**src/sv/apq_pkg.sv**
```systemverilog
// Shared types and constants for the aging priority task queue.
// No dependencies; every other file of the block imports this package.
package apq_pkg;

   localparam int PRIO_BITS = 2;
   localparam int AGE_GROUP = 3;

   localparam logic [PRIO_BITS-1:0] PRIO_BEST = 2'd1;
   localparam logic [PRIO_BITS-1:0] PRIO_NONE = 2'd0;

   typedef enum logic [1:0] {
      ACT_PUSH   = 2'd0,
      ACT_REMOVE = 2'd1,
      ACT_FIND   = 2'd2,
      ACT_AGE    = 2'd3
   } action_type;

   typedef enum logic [1:0] {
      ST_OK    = 2'd0,
      ST_FULL  = 2'd1,
      ST_MISS  = 2'd2,
      ST_EMPTY = 2'd3
   } status_type;

   // Completion handshake from the sequencer to the output register.
   typedef struct packed {
      logic       done;
      status_type status;
   } apq_res_type;

endpackage

```
**src/sv/apq_table.sv**
```systemverilog
// Task table storage: tag and priority memories, one write port and one
// registered read port. Depends on apq_pkg.
module apq_table import apq_pkg::*; #(
   parameter int QUEUE_DEPTH = 16,
   parameter int TAG_BITS    = 16,
   localparam int IdxBits    = $clog2(QUEUE_DEPTH)
) (
   input  logic                 clock,
   input  logic                 wr_en,
   input  logic [IdxBits-1:0]   wr_addr,
   input  logic [TAG_BITS-1:0]  wr_tag,
   input  logic [PRIO_BITS-1:0] wr_prio,
   input  logic                 rd_en,
   input  logic [IdxBits-1:0]   rd_addr,
   output logic [TAG_BITS-1:0]  rd_tag,
   output logic [PRIO_BITS-1:0] rd_prio
);

   logic [TAG_BITS-1:0]  tag_mem_ff  [QUEUE_DEPTH];
   logic [PRIO_BITS-1:0] prio_mem_ff [QUEUE_DEPTH];
   logic [TAG_BITS-1:0]  rd_tag_ff;
   logic [PRIO_BITS-1:0] rd_prio_ff;

   always_ff @(posedge clock) begin
      if (wr_en) begin
         tag_mem_ff[wr_addr]  <= wr_tag;
         prio_mem_ff[wr_addr] <= wr_prio;
      end
   end

   always_ff @(posedge clock) begin
      if (rd_en) begin
         rd_tag_ff  <= tag_mem_ff[rd_addr];
         rd_prio_ff <= prio_mem_ff[rd_addr];
      end
   end

   assign rd_tag  = rd_tag_ff;
   assign rd_prio = rd_prio_ff;

endmodule

```
**src/sv/apq_ctrl.sv**
```systemverilog
// Action sequencer: walks the task table one entry per cycle for search,
// compaction and aging, with one shared compare unit. Depends on apq_pkg
// and apq_table.
module apq_ctrl import apq_pkg::*; #(
   parameter int QUEUE_DEPTH = 16,
   parameter int TAG_BITS    = 16,
   localparam int IdxBits    = $clog2(QUEUE_DEPTH),
   localparam int CountBits  = $clog2(QUEUE_DEPTH + 1)
) (
   input  logic                 clock,
   input  logic                 reset,
   input  logic                 req_take,
   output logic                 idle,
   input  action_type           req_action,
   input  logic [PRIO_BITS-1:0] req_new_priority,
   input  logic [TAG_BITS-1:0]  req_target_tag,
   input  logic [PRIO_BITS-1:0] req_wanted_priority,
   output apq_res_type          res,
   input  logic                 res_take,
   output logic [TAG_BITS-1:0]  res_tag,
   output logic [PRIO_BITS-1:0] res_prio,
   output logic [CountBits-1:0] res_count
);

   typedef enum logic [4:0] {
      S_IDLE   = 5'b00001,
      S_SCAN   = 5'b00010,
      S_SHIFT  = 5'b00100,
      S_AGE    = 5'b01000,
      S_FINISH = 5'b10000
   } state_type;

   localparam int ThrBits = CountBits + 2;
   localparam logic [ThrBits-1:0]   AgeStep   = ThrBits'(AGE_GROUP);
   localparam logic [CountBits-1:0] FullCount = CountBits'(QUEUE_DEPTH);
   localparam logic [CountBits-1:0] CountOne  = CountBits'(1);

   state_type            state_ff, state_in;
   logic [CountBits-1:0] count_ff, count_in;
   logic [TAG_BITS-1:0]  next_tag_ff, next_tag_in;
   logic                 rd_valid_ff, rd_valid_in;
   logic [CountBits-1:0] ptr_ff, ptr_in;
   logic [ThrBits-1:0]   thr_ff, thr_in;
   logic [IdxBits-1:0]   rd_idx_ff, rd_idx_in;
   action_type           act_ff, act_in;
   logic [TAG_BITS-1:0]  target_ff, target_in;
   logic [PRIO_BITS-1:0] wanted_ff, wanted_in;
   status_type           status_ff, status_in;
   logic [TAG_BITS-1:0]  tag_ff, tag_in;
   logic [PRIO_BITS-1:0] prio_ff, prio_in;

   logic                 wr_en, rd_en;
   logic [IdxBits-1:0]   wr_addr, rd_addr;
   logic [TAG_BITS-1:0]  wr_tag, rd_tag;
   logic [PRIO_BITS-1:0] wr_prio, rd_prio;

   logic                 issue;
   logic                 key_hit;
   logic                 at_last;
   logic [PRIO_BITS-1:0] push_prio;

   apq_table #(
      .QUEUE_DEPTH (QUEUE_DEPTH),
      .TAG_BITS    (TAG_BITS)
   ) u_table (
      .clock   (clock),
      .wr_en   (wr_en),
      .wr_addr (wr_addr),
      .wr_tag  (wr_tag),
      .wr_prio (wr_prio),
      .rd_en   (rd_en),
      .rd_addr (rd_addr),
      .rd_tag  (rd_tag),
      .rd_prio (rd_prio)
   );

   // The shared compare unit: tag match for remove, priority match for find.
   assign key_hit = rd_valid_ff && ((act_ff == ACT_REMOVE) ? (rd_tag == target_ff)
                                                           : (rd_prio == wanted_ff));
   assign at_last   = (CountBits'(rd_idx_ff) == (count_ff - CountOne));
   assign push_prio = (req_new_priority == PRIO_NONE) ? PRIO_BEST : req_new_priority;

   always_comb begin
      state_in    = state_ff;
      count_in    = count_ff;
      next_tag_in = next_tag_ff;
      rd_valid_in = 1'b0;
      ptr_in      = ptr_ff;
      thr_in      = thr_ff;
      rd_idx_in   = rd_idx_ff;
      act_in      = act_ff;
      target_in   = target_ff;
      wanted_in   = wanted_ff;
      status_in   = status_ff;
      tag_in      = tag_ff;
      prio_in     = prio_ff;
      wr_en       = 1'b0;
      wr_addr     = rd_idx_ff;
      wr_tag      = rd_tag;
      wr_prio     = rd_prio;
      rd_en       = 1'b0;
      rd_addr     = ptr_ff[IdxBits-1:0];
      issue       = 1'b0;

      case (state_ff)
         S_IDLE: begin
            if (req_take) begin
               act_in    = req_action;
               target_in = req_target_tag;
               wanted_in = req_wanted_priority;
               status_in = ST_OK;
               tag_in    = '0;
               prio_in   = PRIO_NONE;
               ptr_in    = '0;
               thr_in    = AgeStep;
               state_in  = S_FINISH;
               case (req_action)
                  ACT_PUSH: begin
                     if (count_ff == FullCount) begin
                        status_in = ST_FULL;
                     end else begin
                        wr_en       = 1'b1;
                        wr_addr     = count_ff[IdxBits-1:0];
                        wr_tag      = next_tag_ff;
                        wr_prio     = push_prio;
                        count_in    = count_ff + CountOne;
                        next_tag_in = next_tag_ff + TAG_BITS'(1);
                        tag_in      = next_tag_ff;
                        prio_in     = push_prio;
                     end
                  end
                  ACT_REMOVE, ACT_FIND: begin
                     if (count_ff == '0) begin
                        status_in = ST_EMPTY;
                     end else begin
                        state_in = S_SCAN;
                     end
                  end
                  default: begin
                     state_in = S_AGE;
                  end
               endcase
            end
         end

         S_SCAN: begin
            issue       = (ptr_ff < count_ff);
            rd_en       = issue;
            rd_valid_in = issue;
            rd_idx_in   = ptr_ff[IdxBits-1:0];
            if (issue) begin
               ptr_in = ptr_ff + CountOne;
            end
            if (key_hit) begin
               rd_valid_in = 1'b0;
               if (act_ff == ACT_REMOVE) begin
                  if (at_last) begin
                     count_in = count_ff - CountOne;
                     state_in = S_FINISH;
                  end else begin
                     ptr_in   = CountBits'(rd_idx_ff) + CountOne;
                     state_in = S_SHIFT;
                  end
               end else begin
                  tag_in   = rd_tag;
                  prio_in  = rd_prio;
                  state_in = S_FINISH;
               end
            end else if (rd_valid_ff && at_last) begin
               rd_valid_in = 1'b0;
               status_in   = ST_MISS;
               state_in    = S_FINISH;
            end
         end

         S_SHIFT: begin
            // Entry k+1 is read while entry k-1 takes the word read before.
            issue       = (ptr_ff < count_ff);
            rd_en       = issue;
            rd_valid_in = issue;
            rd_idx_in   = ptr_ff[IdxBits-1:0];
            if (issue) begin
               ptr_in = ptr_ff + CountOne;
            end
            if (rd_valid_ff) begin
               wr_en   = 1'b1;
               wr_addr = rd_idx_ff - IdxBits'(1);
               if (at_last) begin
                  rd_valid_in = 1'b0;
                  count_in    = count_ff - CountOne;
                  state_in    = S_FINISH;
               end
            end
         end

         S_AGE: begin
            // Entry i is aged while 3*(i+1) does not exceed the count.
            issue       = (thr_ff <= ThrBits'(count_ff));
            rd_en       = issue;
            rd_valid_in = issue;
            rd_idx_in   = ptr_ff[IdxBits-1:0];
            if (issue) begin
               ptr_in = ptr_ff + CountOne;
               thr_in = thr_ff + AgeStep;
            end
            if (rd_valid_ff) begin
               wr_en   = 1'b1;
               wr_addr = rd_idx_ff;
               wr_prio = (rd_prio > PRIO_BEST) ? (rd_prio - PRIO_BEST) : rd_prio;
            end else if (!issue) begin
               state_in = S_FINISH;
            end
         end

         S_FINISH: begin
            if (res_take) begin
               state_in = S_IDLE;
            end
         end

         default: begin
            state_in = S_IDLE;
         end
      endcase
   end

   always_ff @(posedge clock) begin
      if (reset) begin
         state_ff    <= S_IDLE;
         count_ff    <= '0;
         next_tag_ff <= '0;
         rd_valid_ff <= 1'b0;
      end else begin
         state_ff    <= state_in;
         count_ff    <= count_in;
         next_tag_ff <= next_tag_in;
         rd_valid_ff <= rd_valid_in;
      end
   end

   always_ff @(posedge clock) begin
      ptr_ff    <= ptr_in;
      thr_ff    <= thr_in;
      rd_idx_ff <= rd_idx_in;
      act_ff    <= act_in;
      target_ff <= target_in;
      wanted_ff <= wanted_in;
      status_ff <= status_in;
      tag_ff    <= tag_in;
      prio_ff   <= prio_in;
   end

   assign idle       = (state_ff == S_IDLE);
   assign res.done   = (state_ff == S_FINISH);
   assign res.status = status_ff;
   assign res_tag    = tag_ff;
   assign res_prio   = prio_ff;
   assign res_count  = count_ff;

endmodule

```
**src/sv/aging_priority_task_queue_core.sv**
```systemverilog
// Top level of the aging priority task queue: request handshake, sequencer
// and the registered response word. Depends on apq_pkg and apq_ctrl.
//
// The block holds up to QUEUE_DEPTH tasks in arrival order, each with a
// TAG_BITS sequence tag and a priority from 1 (best) to 3, in a table memory
// with one write port and one registered read port. A request word carries
// one action: push appends a task under the next tag (priority 0 is taken as
// 1), remove deletes the oldest task with the given tag and closes the gap,
// find reports the oldest task with the wanted priority, and age lowers by
// one the priority of the first floor(count/3) tasks, never below 1. Every
// request returns exactly one response word with a status, the found or
// pushed task (zero otherwise) and the count held afterwards. The sequencer
// handles one request at a time and walks the table one entry per clock
// through one compare unit. A push, a push to a full table, and a remove or
// a find on an empty table go from idle straight to the finish state. The
// scan reads one entry per cycle and checks it the next; a find or a remove
// that checks the last entry without a hit reports a miss. A remove that hits
// the last entry ends there, and one that hits at an earlier entry h is
// followed by the move, which reads again from entry h+1 and writes each
// later entry down one place. Age writes no entry when the count is below 3.
// A new request is taken as soon as the sequencer is idle, even while the
// previous response word still waits on rsp_ready; the response register
// then holds that word and the sequencer waits at its end until the register
// frees up.
module aging_priority_task_queue_core import apq_pkg::*; #(
   parameter int QUEUE_DEPTH = 16,
   parameter int TAG_BITS    = 16
) (
   input  logic                                  clock,
   input  logic                                  reset,
   input  logic                                  req_valid,
   output logic                                  req_ready,
   input  logic [1:0]                            req_action,
   input  logic [PRIO_BITS-1:0]                  req_new_priority,
   input  logic [TAG_BITS-1:0]                   req_target_tag,
   input  logic [PRIO_BITS-1:0]                  req_wanted_priority,
   output logic                                  rsp_valid,
   input  logic                                  rsp_ready,
   output logic [1:0]                            rsp_status,
   output logic [TAG_BITS-1:0]                   rsp_found_tag,
   output logic [PRIO_BITS-1:0]                  rsp_found_priority,
   output logic [$clog2(QUEUE_DEPTH + 1)-1:0]    rsp_task_count
);

   localparam int CountBits = $clog2(QUEUE_DEPTH + 1);

   logic                 ctrl_idle;
   logic                 req_take;
   logic                 out_load;
   apq_res_type          ctrl_res;
   logic [TAG_BITS-1:0]  ctrl_tag;
   logic [PRIO_BITS-1:0] ctrl_prio;
   logic [CountBits-1:0] ctrl_count;

   logic                 rsp_valid_ff, rsp_valid_in;
   logic [1:0]           rsp_status_ff;
   logic [TAG_BITS-1:0]  rsp_tag_ff;
   logic [PRIO_BITS-1:0] rsp_prio_ff;
   logic [CountBits-1:0] rsp_count_ff;

   // A request word is taken whenever the sequencer has nothing in flight.
   assign req_ready = ctrl_idle;
   assign req_take  = req_valid && ctrl_idle;

   apq_ctrl #(
      .QUEUE_DEPTH (QUEUE_DEPTH),
      .TAG_BITS    (TAG_BITS)
   ) u_ctrl (
      .clock               (clock),
      .reset               (reset),
      .req_take            (req_take),
      .idle                (ctrl_idle),
      .req_action          (action_type'(req_action)),
      .req_new_priority    (req_new_priority),
      .req_target_tag      (req_target_tag),
      .req_wanted_priority (req_wanted_priority),
      .res                 (ctrl_res),
      .res_take            (out_load),
      .res_tag             (ctrl_tag),
      .res_prio            (ctrl_prio),
      .res_count           (ctrl_count)
   );

   // The response register loads when it is empty or its word leaves now.
   assign out_load = ctrl_res.done && (!rsp_valid_ff || rsp_ready);

   always_comb begin
      rsp_valid_in = rsp_valid_ff;
      if (out_load) begin
         rsp_valid_in = 1'b1;
      end else if (rsp_ready) begin
         rsp_valid_in = 1'b0;
      end
   end

   always_ff @(posedge clock) begin
      if (reset) begin
         rsp_valid_ff <= 1'b0;
      end else begin
         rsp_valid_ff <= rsp_valid_in;
      end
   end

   always_ff @(posedge clock) begin
      if (out_load) begin
         rsp_status_ff <= ctrl_res.status;
         rsp_tag_ff    <= ctrl_tag;
         rsp_prio_ff   <= ctrl_prio;
         rsp_count_ff  <= ctrl_count;
      end
   end

   assign rsp_valid          = rsp_valid_ff;
   assign rsp_status         = rsp_status_ff;
   assign rsp_found_tag      = rsp_tag_ff;
   assign rsp_found_priority = rsp_prio_ff;
   assign rsp_task_count     = rsp_count_ff;

endmodule
```
**config.mk**
```make
export PLATFORM = sky130hd
export DESIGN_NAME = aging_priority_task_queue_core
export DESIGN_NICKNAME = d
export VERILOG_FILES = /design/src/sv/apq_pkg.sv /design/src/sv/apq_table.sv /design/src/sv/apq_ctrl.sv /design/src/sv/aging_priority_task_queue_core.sv
export SDC_FILE = /design/constraint.sdc
export NUM_CORES = 1
export LEC_CHECK = 0
export BUFFER_PORTS_ARGS = -buffer_cell sky130_fd_sc_hd__buf_2
export CORE_ASPECT_RATIO = 0.6
export CORE_MARGIN = 2
export CORE_UTILIZATION = 40
export CTS_BUF_LIST = sky130_fd_sc_hd__clkbuf_8 sky130_fd_sc_hd__clkbuf_16
export CTS_CLUSTER_SIZE = 28
export DETAILED_ROUTE_END_ITERATION = 12
export HOLD_SLACK_MARGIN = 0.15
export PLACE_DENSITY = 0.64
export SLEW_MARGIN = 20
export SYNTH_ARGS = -nofsm -noshare
export SYNTH_HDL_FRONTEND = slang
export SYNTH_SLANG_ARGS = --single-unit
```
**constraint.sdc**
```tcl
create_clock -name clock -period 10.9 [get_ports clock]
set_input_delay 1.09 -clock clock [delete_from_list [all_inputs] [get_ports clock]]
set_output_delay 1.09 -clock clock [all_outputs]
set_load 0.02 [all_outputs]
```
Word level (Yosys, flattened, before mapping)
Memories as Yosys holds them, arrays and structs flattened. A register that Yosys moved wholly into a read port is not among the register bits.
Cells that the tools add are included.
{"block": "word_totals", "ramBits": 288, "output_inout_bits": 27, "inputBits": 26, "reg_bits": 109, "elab_cells": 167, "memories": 2}
{"memory": "u_ctrl.u_table.tag_mem_ff", "words": 16, "word_bits": 16, "rd": 1, "rd_clocked_by_memory_dff": 1, "wr": 1, "line": "apq_table.sv:19", "rtl": "logic [TAG_BITS-1:0] tag_mem_ff [QUEUE_DEPTH];"}
{"memory": "u_ctrl.u_table.prio_mem_ff", "words": 16, "word_bits": 2, "rd": 1, "rd_clocked_by_memory_dff": 1, "wr": 1, "line": "apq_table.sv:20", "rtl": "logic [PRIO_BITS-1:0] prio_mem_ff [QUEUE_DEPTH];"}
{"block": "classes", "magnitude_cmp": 3, "n_reduce_logical": 26, "addsub": 8, "bitwise": 1, "n_eq_ne": 27, "n_mux": 82}
{"operator": "2-to-1 mux 16 bit", "n": 9}
{"operator": "2-to-1 mux 5 bit", "n": 24}
{"operator": "one-hot mux 16 bit (2 select lines)", "n": 1}
{"operator": "2-to-1 mux 2 bit", "n": 15}
{"operator": "one-hot mux 5 bit (5 select lines)", "n": 1}
{"operator": "one-hot mux 5 bit (4 select lines)", "n": 1}
{"operator": "adder 16 x 1 -> 16 bit (second input constant)", "n": 1}
{"operator": "equality test 16 bit", "n": 1}
{"operator": "2-to-1 mux 4 bit", "n": 4}
{"operator": "inequality test 2 x 1 -> 1 bit (second input constant)", "n": 8}
{"operator": "one-hot mux 2 bit (2 select lines)", "n": 4}
{"operator": "one-hot mux 5 bit (3 select lines)", "n": 1}
{"operator": "2-to-1 mux 1 bit", "n": 14}
{"operator": "2-to-1 mux 7 bit", "n": 2}
{"operator": "one-hot mux 7 bit (2 select lines)", "n": 1}
{"operator": "AND reduction 7 bit", "n": 2}
{"operator": "inequality test 2 bit (second input constant)", "n": 6}
{"operator": "AND reduction 4 bit", "n": 3}
{"operator": "adder 5 x 1 -> 5 bit (second input constant)", "n": 2}
{"operator": "equality test 5 bit (second input constant)", "n": 2}
{"operator": "one-hot mux 5 bit (2 select lines)", "n": 1}
{"operator": "one-hot mux 4 bit (2 select lines)", "n": 1}
{"operator": "adder 7 x 2 -> 7 bit (second input constant)", "n": 1}
{"operator": "less-or-equal comparator 7 x 5 -> 1 bit", "n": 1}
{"operator": "30 further kinds", "n": 41}

Depth between registers and ports, before layout
Gate-level depths: netlist of run 1.
{"block": "depth", "ltp_word": 7, "mapped_depth": 11, "depth_no_buf": 9}

Modules after synthesis
From an unflattened synthesis of run 1, not the netlist that was laid out.
{"block": "hier_totals", "cells_unflattened": 1042, "hier_area_um2": 17118.9}
{"mod": "apq_table", "n_inst": 1, "cells_per_inst": 482, "area_per_inst_um2": 11503.5, "seq_area_each_um2": 9188.8}
{"mod": "apq_ctrl", "n_inst": 1, "cells_per_inst": 529, "area_per_inst_um2": 4803.4, "seq_area_each_um2": 2222.1}
{"mod": "aging_priority_task_queue_core", "n_inst": 1, "cells_per_inst": 31, "area_per_inst_um2": 812.0, "seq_area_each_um2": 770.7}

Worst setup path after synthesis of run 1
OpenSTA, ideal clock, no wires.
{"block": "synth_timing", "kind": "input port to flip-flop", "from": "input port req_valid", "to": "memory u_ctrl.u_table.prio_mem_ff[12][0] (enable)", "path_slack_ps": 6680, "arrival_ps": 3804, "cell_stages": 7, "path_buffers": 0, "setup_time_ps": 416, "t_required_ps": 10484, "path_cell_list": "nand3_1 > inv_1 > nand2_1 > nand2_1 > o21ai_0 > a221o_1 > nor3_1"}
{"block": "synth_via", "elab_chain_cells": 5, "elab_cells_between_ends": 7, "classes_between": "6 x mux; 1 x reduce/logical"}
{"element": "from (decl)", "line": "aging_priority_task_queue_core.sv:31", "rtl": "input logic req_valid,"}
{"element": "logical AND 1 bit (*)", "line": "aging_priority_task_queue_core.sv:63", "rtl": "assign req_take = req_valid && ctrl_idle;"}
{"element": "2-to-1 mux 1 bit", "line": "apq_ctrl.sv:107", "rtl": "if (req_take) begin"}
{"element": "one-hot mux 1 bit (2 select lines)", "line": "apq_ctrl.sv:105", "rtl": "case (state_ff)"}
{"element": "2-to-1 mux 1 bit", "line": "apq_table.sv:25", "rtl": "if (wr_en) begin"}
{"element": "2-to-1 mux 1 bit (implied by the code)", "line": "apq_table.sv:27", "rtl": "prio_mem_ff[wr_addr] <= wr_prio;"}
{"element": "to (decl)", "line": "apq_table.sv:20"}
Every way passes the cells marked *; elsewhere a longest branch is shown, timed or not.

Worst setup path in the final report of run 1
{"block": "layout_timing", "from": "register u_ctrl.state_ff[3]", "to": "memory u_ctrl.u_table.tag_mem_ff[10][5] (enable)"}
{"block": "layout_via", "elab_chain_cells": 6, "elab_cells_between_ends": 11, "classes_between": "3 x eq/ne; 6 x mux; 2 x reduce/logical"}
{"element": "from (decl)", "line": "apq_ctrl.sv:38", "rtl": "state_type state_ff, state_in;"}
{"element": "from (signal assigned)", "line": "apq_ctrl.sv:234", "rtl": "state_ff <= state_in;"}
{"element": "equality test 5 x 1 -> 1 bit", "line": "apq_ctrl.sv:105, apq_ctrl.sv:253"}
{"element": "logical AND 1 bit", "line": "aging_priority_task_queue_core.sv:63"}
{"element": "2-to-1 mux 1 bit", "line": "apq_ctrl.sv:107"}
{"element": "one-hot mux 1 bit (2 select lines)", "line": "apq_ctrl.sv:105"}
{"element": "2-to-1 mux 1 bit", "line": "apq_table.sv:25"}
{"element": "2-to-1 mux 1 bit (implied by the code)", "line": "apq_table.sv:26", "rtl": "tag_mem_ff[wr_addr] <= wr_tag;"}
{"element": "to (decl)", "line": "apq_table.sv:19"}
Several ways; a longest one is shown, not always the timed one.

==> run metrics, run 1 <==
Port Buf Inserts=52; VDD IR max=between 100 and 150 uV; drt first-iter violations=1,085; initial antenna violation count=0; core outline area=roughly 42,000 sq um; most frequent cell after synthesis=edfxtp_1; slew margin rel.=0.287; Distinct cells, synth=just under 70; data required time of the worst path=11.05 ns; R2R Path End=u_ctrl.u_table.tag_mem_ff[10][5]; TritonCTS clock tree=done; Area growth syn-to-layout=12.8%; Die H=164 um; FMAX=216 MHz; initial core utilization=0.407; clock latency on the worst-skew pair=0.56 ns; Synthesized Nets=a little over 1,000; first-pass detailed-route iteration total=5; Warnings, synthesis=0; first-pass GRT wire length=58.7 mm; crit path cell chain=nor3_1, nand3_1, inv_1, nand2_1, a31oi_1, nand2b_1, nor2_2; reg-to-reg setup timing slack=about 6.3 ns; WL/cell=24.2 um; # nets final=between 1,000 and 1,500; DR vias=9,151; Hold Vio Cnt, Final=0; clock sink count=a little over 400; full die area=around 44,000 sq um; Die W=271 um; gr ovfl total=0; number of enable flip-flop cells after synthesis=387; Crit path depth=7; CP Launch Type=register; CTS root buffer=clkbuf_16; Final Cycle Share=0.425; Fin Hold WS=between 0.4 and 0.5 ns; leading area contributor after synthesis=edfxtp_1; Leakage=6.16 nW; Setup Fix Bufs, Post-CTS=0; Hold WC Path Type=register to register; crit path time final=4.63 ns; worst hold stages=0; HPWL Detailed=between 20 and 30 mm; worst setup path start=u_ctrl.state_ff[3]; Synth async-reset ratio=0; pwr dens=188 nW/um^2; delay-heaviest family, CP=simple AND/OR/NAND/NOR gates; Worst Tran Pin Value=1.07 ns; Ports=53; Placed Area=between 15,000 and 20,000 sq um; FP Rows=58; detailed-route vias per instance=~5.6; RR Startpoint=u_ctrl.state_ff[3]; Buf+Inv Stages, Crit Path=1; fill cell count=3,609; crit path to=u_ctrl.u_table.tag_mem_ff[10][5]; CP max FO=26; Worst-path clk slew=~0.06 ns; DRC=0; synth cell count leaders=edfxtp_1, mux4_2, nand2_1, nor2_1, xnor2_1; Area contributors post-synth=edfxtp_1, mux4_2, dfxtp_1; Ant. Diodes=0; hold buffers post-CTS=0; post-cts resize count=0; Post-Layout Inst Area=19,200 sq um; Antenna Nets Post-Route=0; Mapped Cells=975; largest net degree at the start of global routing=47; status=finished clean; GR Util All Layers=0.181; max_cap viols=0; setup TNS=0 ns; RSZ-0062 raised after global routing=false; Avg Cell Area, Syn=17.5 sq um; clk buf depth=3; final setup violation count=0; Synth top area share=0.682; clk_skew=0.0293 ns; fin. max-slew vios=0; H-Tree Depth=2; max incr delay on CP=0.87 ns; Netlist Area Pre-Place=17,100 sq um; share of layout cells above drive strength 1=0.239; crit path kind=register to register; routability cong.=between 0.9 and 1; vias in the first global route=8,711; Tot Pwr=0.00362 W; #FFs+latches synth=between 400 and 500; slowest CP cell=nor2_2; dominant synthesized flop cell=edfxtp_1; register area share after synthesis=0.714; CTS buffer count=37; Critical Path End Type=register; Worst Reg-to-Reg Cells=7; Routed WL=39.6 mm; Worst EP arrival=4.78 ns
## cell families after synthesis
logic type,share of synthesized area
simple gates,0.0655
fa+ha+maj,0.0147
compound gates,0.0407
xor+xnor,0.0272
mux,0.122
flops,0.714
buf+inv,0.0155
## cell type report
type	count	area [sq um]	share of cell area
clock buffer	39	953	0.0496
multi-input combinational	495	4680	0.243
inverter	19	71.3	0.00371
tap	570	713	0.0371
timing repair buffer	72	410	0.0213
sequential	415	12200	0.633
clock inverter	27	226	0.0118
## registers in the layout, summed over array words and instances, names as in the netlist, 5 cells and up
| register | count |
|---|---|
| u_ctrl.thr_ff | 7 |
| u_ctrl.u_table.rd_tag | 16 |
| u_ctrl.next_tag_ff | 16 |
| u_ctrl.res_count | 5 |
| rsp_found_tag | 16 |
| u_ctrl.target_ff | 16 |
| u_ctrl.state_ff | 5 |
| u_ctrl.ptr_ff | 5 |
| u_ctrl.u_table.tag_mem_ff | 256 |
| u_ctrl.res_tag | 16 |
| rsp_task_count | 5 |
| u_ctrl.u_table.prio_mem_ff | 32 |
## cells in the final DEF, fill, tap and decap left out, types with 5 or more instances in the layout
| cell type | instances |
|---|---|
| a22o_1 | 17 |
| or3_1 | 6 |
| clkinv_2 | 5 |
| clkbuf_16 | 37 |
| nor2_1 | 44 |
| nor2_2 | 12 |
| xor2_1 | 18 |
| and3_1 | 6 |
| buf_2 | 52 |
| ha_1 | 20 |
| nand2_1 | 84 |
| nor3_1 | 6 |
| nand3_1 | 20 |
| clkinvlp_4 | 7 |
| nand2b_1 | 7 |
| o21ai_0 | 17 |
| a21oi_1 | 18 |
| dfxtp_1 | 28 |
| xnor2_1 | 35 |
| edfxtp_1 | 387 |
| clkinv_1 | 6 |
| nand4_1 | 14 |
| inv_1 | 21 |
| buf_4 | 20 |
| mux4_2 | 90 |
| o221ai_1 | 5 |
## routing by layer
metal  up-vias  share of wire  track usage
li1       3991              -            -
met1      4700           0.49        0.298
met2       416           0.37        0.217
met3        44           0.13       0.0699
met4         0          0.013       0.0347
met5         -              0            0
## stage by stage
stage	worst slack, ns	instances	util
floorplan	6.68	975	-
finish	6.27	1637	0.459
global route	5.83	1637	0.459
global placement	5.94	1571	0.430
detailed placement	5.82	1571	0.430
CTS	6.25	1637	0.458
## worst min path at each step
stage / endpoint / startpoint / slack [ns]
2_1_floorplan: rsp_found_priority[0] / u_ctrl.res_prio[0] / 0.40
3_3_place_gp: rsp_status[0] / u_ctrl.status_ff[0] / 0.40
6_report: rsp_found_tag[12] / u_ctrl.res_tag[12] / 0.42
4_1_cts: rsp_found_tag[12] / u_ctrl.res_tag[12] / 0.42
5_1_grt: rsp_status[0] / u_ctrl.status_ff[0] / 0.43
3_5_place_dp: rsp_found_tag[12] / u_ctrl.res_tag[12] / 0.41
## power by group
| group | switching [W] | leakage (nW) | internal, W |
|---|---|---|---|
| combinational | 0.000301 | 1.84 | 0.000214 |
| sequential | 0.0000257 | 3.75 | 0.00180 |
| clock | 0.000590 | 0.570 | 0.000691 |
| total | 0.000917 | 6.16 | 0.00270 |
(Power assumes the default switching activity.)
==> run 2, diff against run 1 <==
Settings changed: ABC_AREA from default to 1.
Clock period 10.9 ns to 4.85 ns, I/O delays scaled along.
==> run metrics, run 2 <==
status=finished clean; delay-heaviest family, CP=simple AND/OR/NAND/NOR gates; Hold Vio Cnt, Final=0; commonest non-fill, non-tap cell in the layout=edfxtp_1; dominant synthesized flop cell=edfxtp_1; RR Startpoint=u_ctrl.res_count[1]; data required time of the worst path=5.01 ns; fin. max-slew vios=0; final setup violation count=0; crit path kind=register to register; most frequent cell after synthesis=edfxtp_1; CTS buffer count=37; Final Cycle Share=0.784; Distinct cells, synth=44; Synth top area share=0.653; synth cell count leaders=edfxtp_1, nor2_1, o21ai_0, nand2_1, inv_1; clock sink count=415; Die W=276 um; initial core utilization=0.408; slowest CP cell=nor2_2; Hold WC Path Type=primary input to register; setup TNS=0 ns; first-pass detailed-route iteration total=6; drt first-iter violations=between 1,000 and 1,500; gr ovfl total=0; Worst-path clk slew=0.07 ns; largest net degree at the start of global routing=151; Fin Hold WS=0.240 ns; Critical Path End Type=register; post-cts resize count=0; crit path time final=roughly 3.8 ns; Area growth syn-to-layout=14.1%; full die area=46,300 sq um; Area contributors post-synth=edfxtp_1, o21ai_0, nor2_1; biggest regs=u_ctrl.u_table.tag_mem_ff (256), u_ctrl.u_table.prio_mem_ff (32); register name with the most flops=u_ctrl.u_table.tag_mem_ff; HPWL Detailed=~29 mm; #FFs+latches synth=roughly 420; vias in the first global route=11,812; Port Buf Inserts=between 50 and 60; clock latency on the worst-skew pair=0.55 ns; reg-to-reg setup timing slack=between 1 and 1.5 ns; max_cap viols=0; Worst Tran Pin Value=around 1.0 ns; RSZ-0062 raised after global routing=false; initial antenna violation count=0; leading area contributor after synthesis=edfxtp_1; fill cell count=3,908; area taken by multi-input logic gates=4960 sq um; Synthesized Nets=1,641; R2R Path End=u_ctrl.u_table.tag_mem_ff[11][12]; max incr delay on CP=a little over 0.8 ns; Mapped Cells=1,595; crit path to=u_ctrl.u_table.tag_mem_ff[11][12]; detailed-route vias per instance=5.48; clk buf depth=3; share of layout cells above drive strength 1=0.113; GR Util All Layers=0.192; Antenna Nets Post-Route=0; FMAX=263 MHz; Netlist Area Pre-Place=between 15,000 and 20,000 sq um; highest-count cells in the layout ignoring fill and taps=edfxtp_1, nor2_1, o21ai_0, nand2_1, inv_1; setup ws final=around 1.0 ns; CP max FO=28; DR vias=12,500; number of enable flip-flop cells after synthesis=387; pwr dens=558 nW/um^2; # nets final=1,723; Synth async-reset ratio=0; Buf+Inv Stages, Crit Path=2; FP Rows=between 50 and 60; Routed WL=approximately 44 mm; VDD IR max=around 360 uV; routability cong.=0.953; TritonCTS clock tree=done; crit path cell chain=inv_1, ha_1, nand3_2, nand2_2, inv_2, nand2_4, a21oi_1, nand2_1, a21oi_1, nand2_1, nor2_2; Warnings, synthesis=0; clk_skew=0.0193 ns; worst setup path start=u_ctrl.res_count[1]; Avg Cell Area, Syn=11.2 sq um; Worst Reg-to-Reg Cells=11; DRC=0; register area share after synthesis=0.684; CTS root buffer=clkbuf_16; WL/cell=19.5 um; slew margin rel.=0.327; Ant. Diodes=0; Die H=167 um; H-Tree Depth=2; Ports=53; core outline area=between 40,000 and 50,000 sq um; Crit path depth=11; first-pass GRT wire length=69.7 mm; Worst EP arrival=between 3 and 4 ns; max reg flops=256; CP Launch Type=register; Leakage=7.24 nW; sequential cell area=12,200 sq um; pre-CTS setup slack=1.09 ns
==> run 2: cells by family (layout without fill, tap and decap cells) <==
family | Yosys count | after routing | share of synthesized area
adder cells (fa/ha/maj) | 20 | 20 | 0.0141
buffers and inverters | 186 | 295 | 0.0409
AO/OA/AOI/OAI | 390 | 390 | 0.119
flip-flops | 415 | 415 | 0.684
XOR/XNOR | 17 | 17 | 0.00836
AND/OR/NAND/NOR | 567 | 567 | 0.134
==> run 2: worst min-delay path: stages <==
cell and delay, ns:
buf_2 0.07, or2_2 0.11, a21oi_1 0.06
==> run 2: worst min-delay path by stage <==
| stage | from | end | slack [ns] | cells past startpoint |
|---|---|---|---|---|
| 6_report | rsp_ready | rsp_valid | 0.24 | 3 |
| 5_1_grt | rsp_ready | rsp_valid | 0.23 | 3 |
| 4_1_cts | rsp_ready | rsp_valid | 0.21 | 3 |
| 3_5_place_dp | u_ctrl.res_tag[15] | rsp_found_tag[15] | 0.40 | 0 |
| 3_3_place_gp | u_ctrl.res_tag[1] | rsp_found_tag[1] | 0.40 | 0 |
| 2_1_floorplan | u_ctrl.res_prio[0] | rsp_found_priority[0] | 0.40 | 0 |
==> run 2: through the flow <==
stage	utilization	total power, W	std cells	area [sq um]
global placement	0.433	0.00831	2197	18900
finish	0.465	0.0113	2283	20300
detailed placement	0.433	0.00834	2197	18900
CTS	0.465	0.0113	2283	20300
global route	0.465	0.0120	2283	20300
floorplan	-	0.00714	1595	17800
==> run 2: report_power, final <==
| group | total, W | leakage (nW) | switching, W | internal (W) |
|---|---|---|---|---|
| Sequential | 0.00468 | 3.75 | 0.000163 | 0.00451 |
| Combinational | 0.00367 | 2.87 | 0.00265 | 0.00102 |
| Clock | 0.00299 | 0.625 | 0.00132 | 0.00167 |
==> run 2: what timing repair did <==
item                                   4_1_cts  5_1_grt
hold buffers                                20        0
setup buffers                                0        0
endpoints found under the hold margin       20        0
==> run 2: per-layer routing <==
metal | routed length, um | GRT usage
met1 | 21800 | 0.303
met2 | 18100 | 0.268
met3 | 4070 | 0.0431
met4 | 554 | 0.0371
met5 | 0 | 0
==> run 2: cell type report <==
cell class	count	area share
flip-flops and latches	415	0.600
multi-input cells	994	0.244
clock buffers	37	0.0456
repair buffers	117	0.0405
well taps	579	0.0357
inverters	112	0.0208
clock inverters	29	0.0134
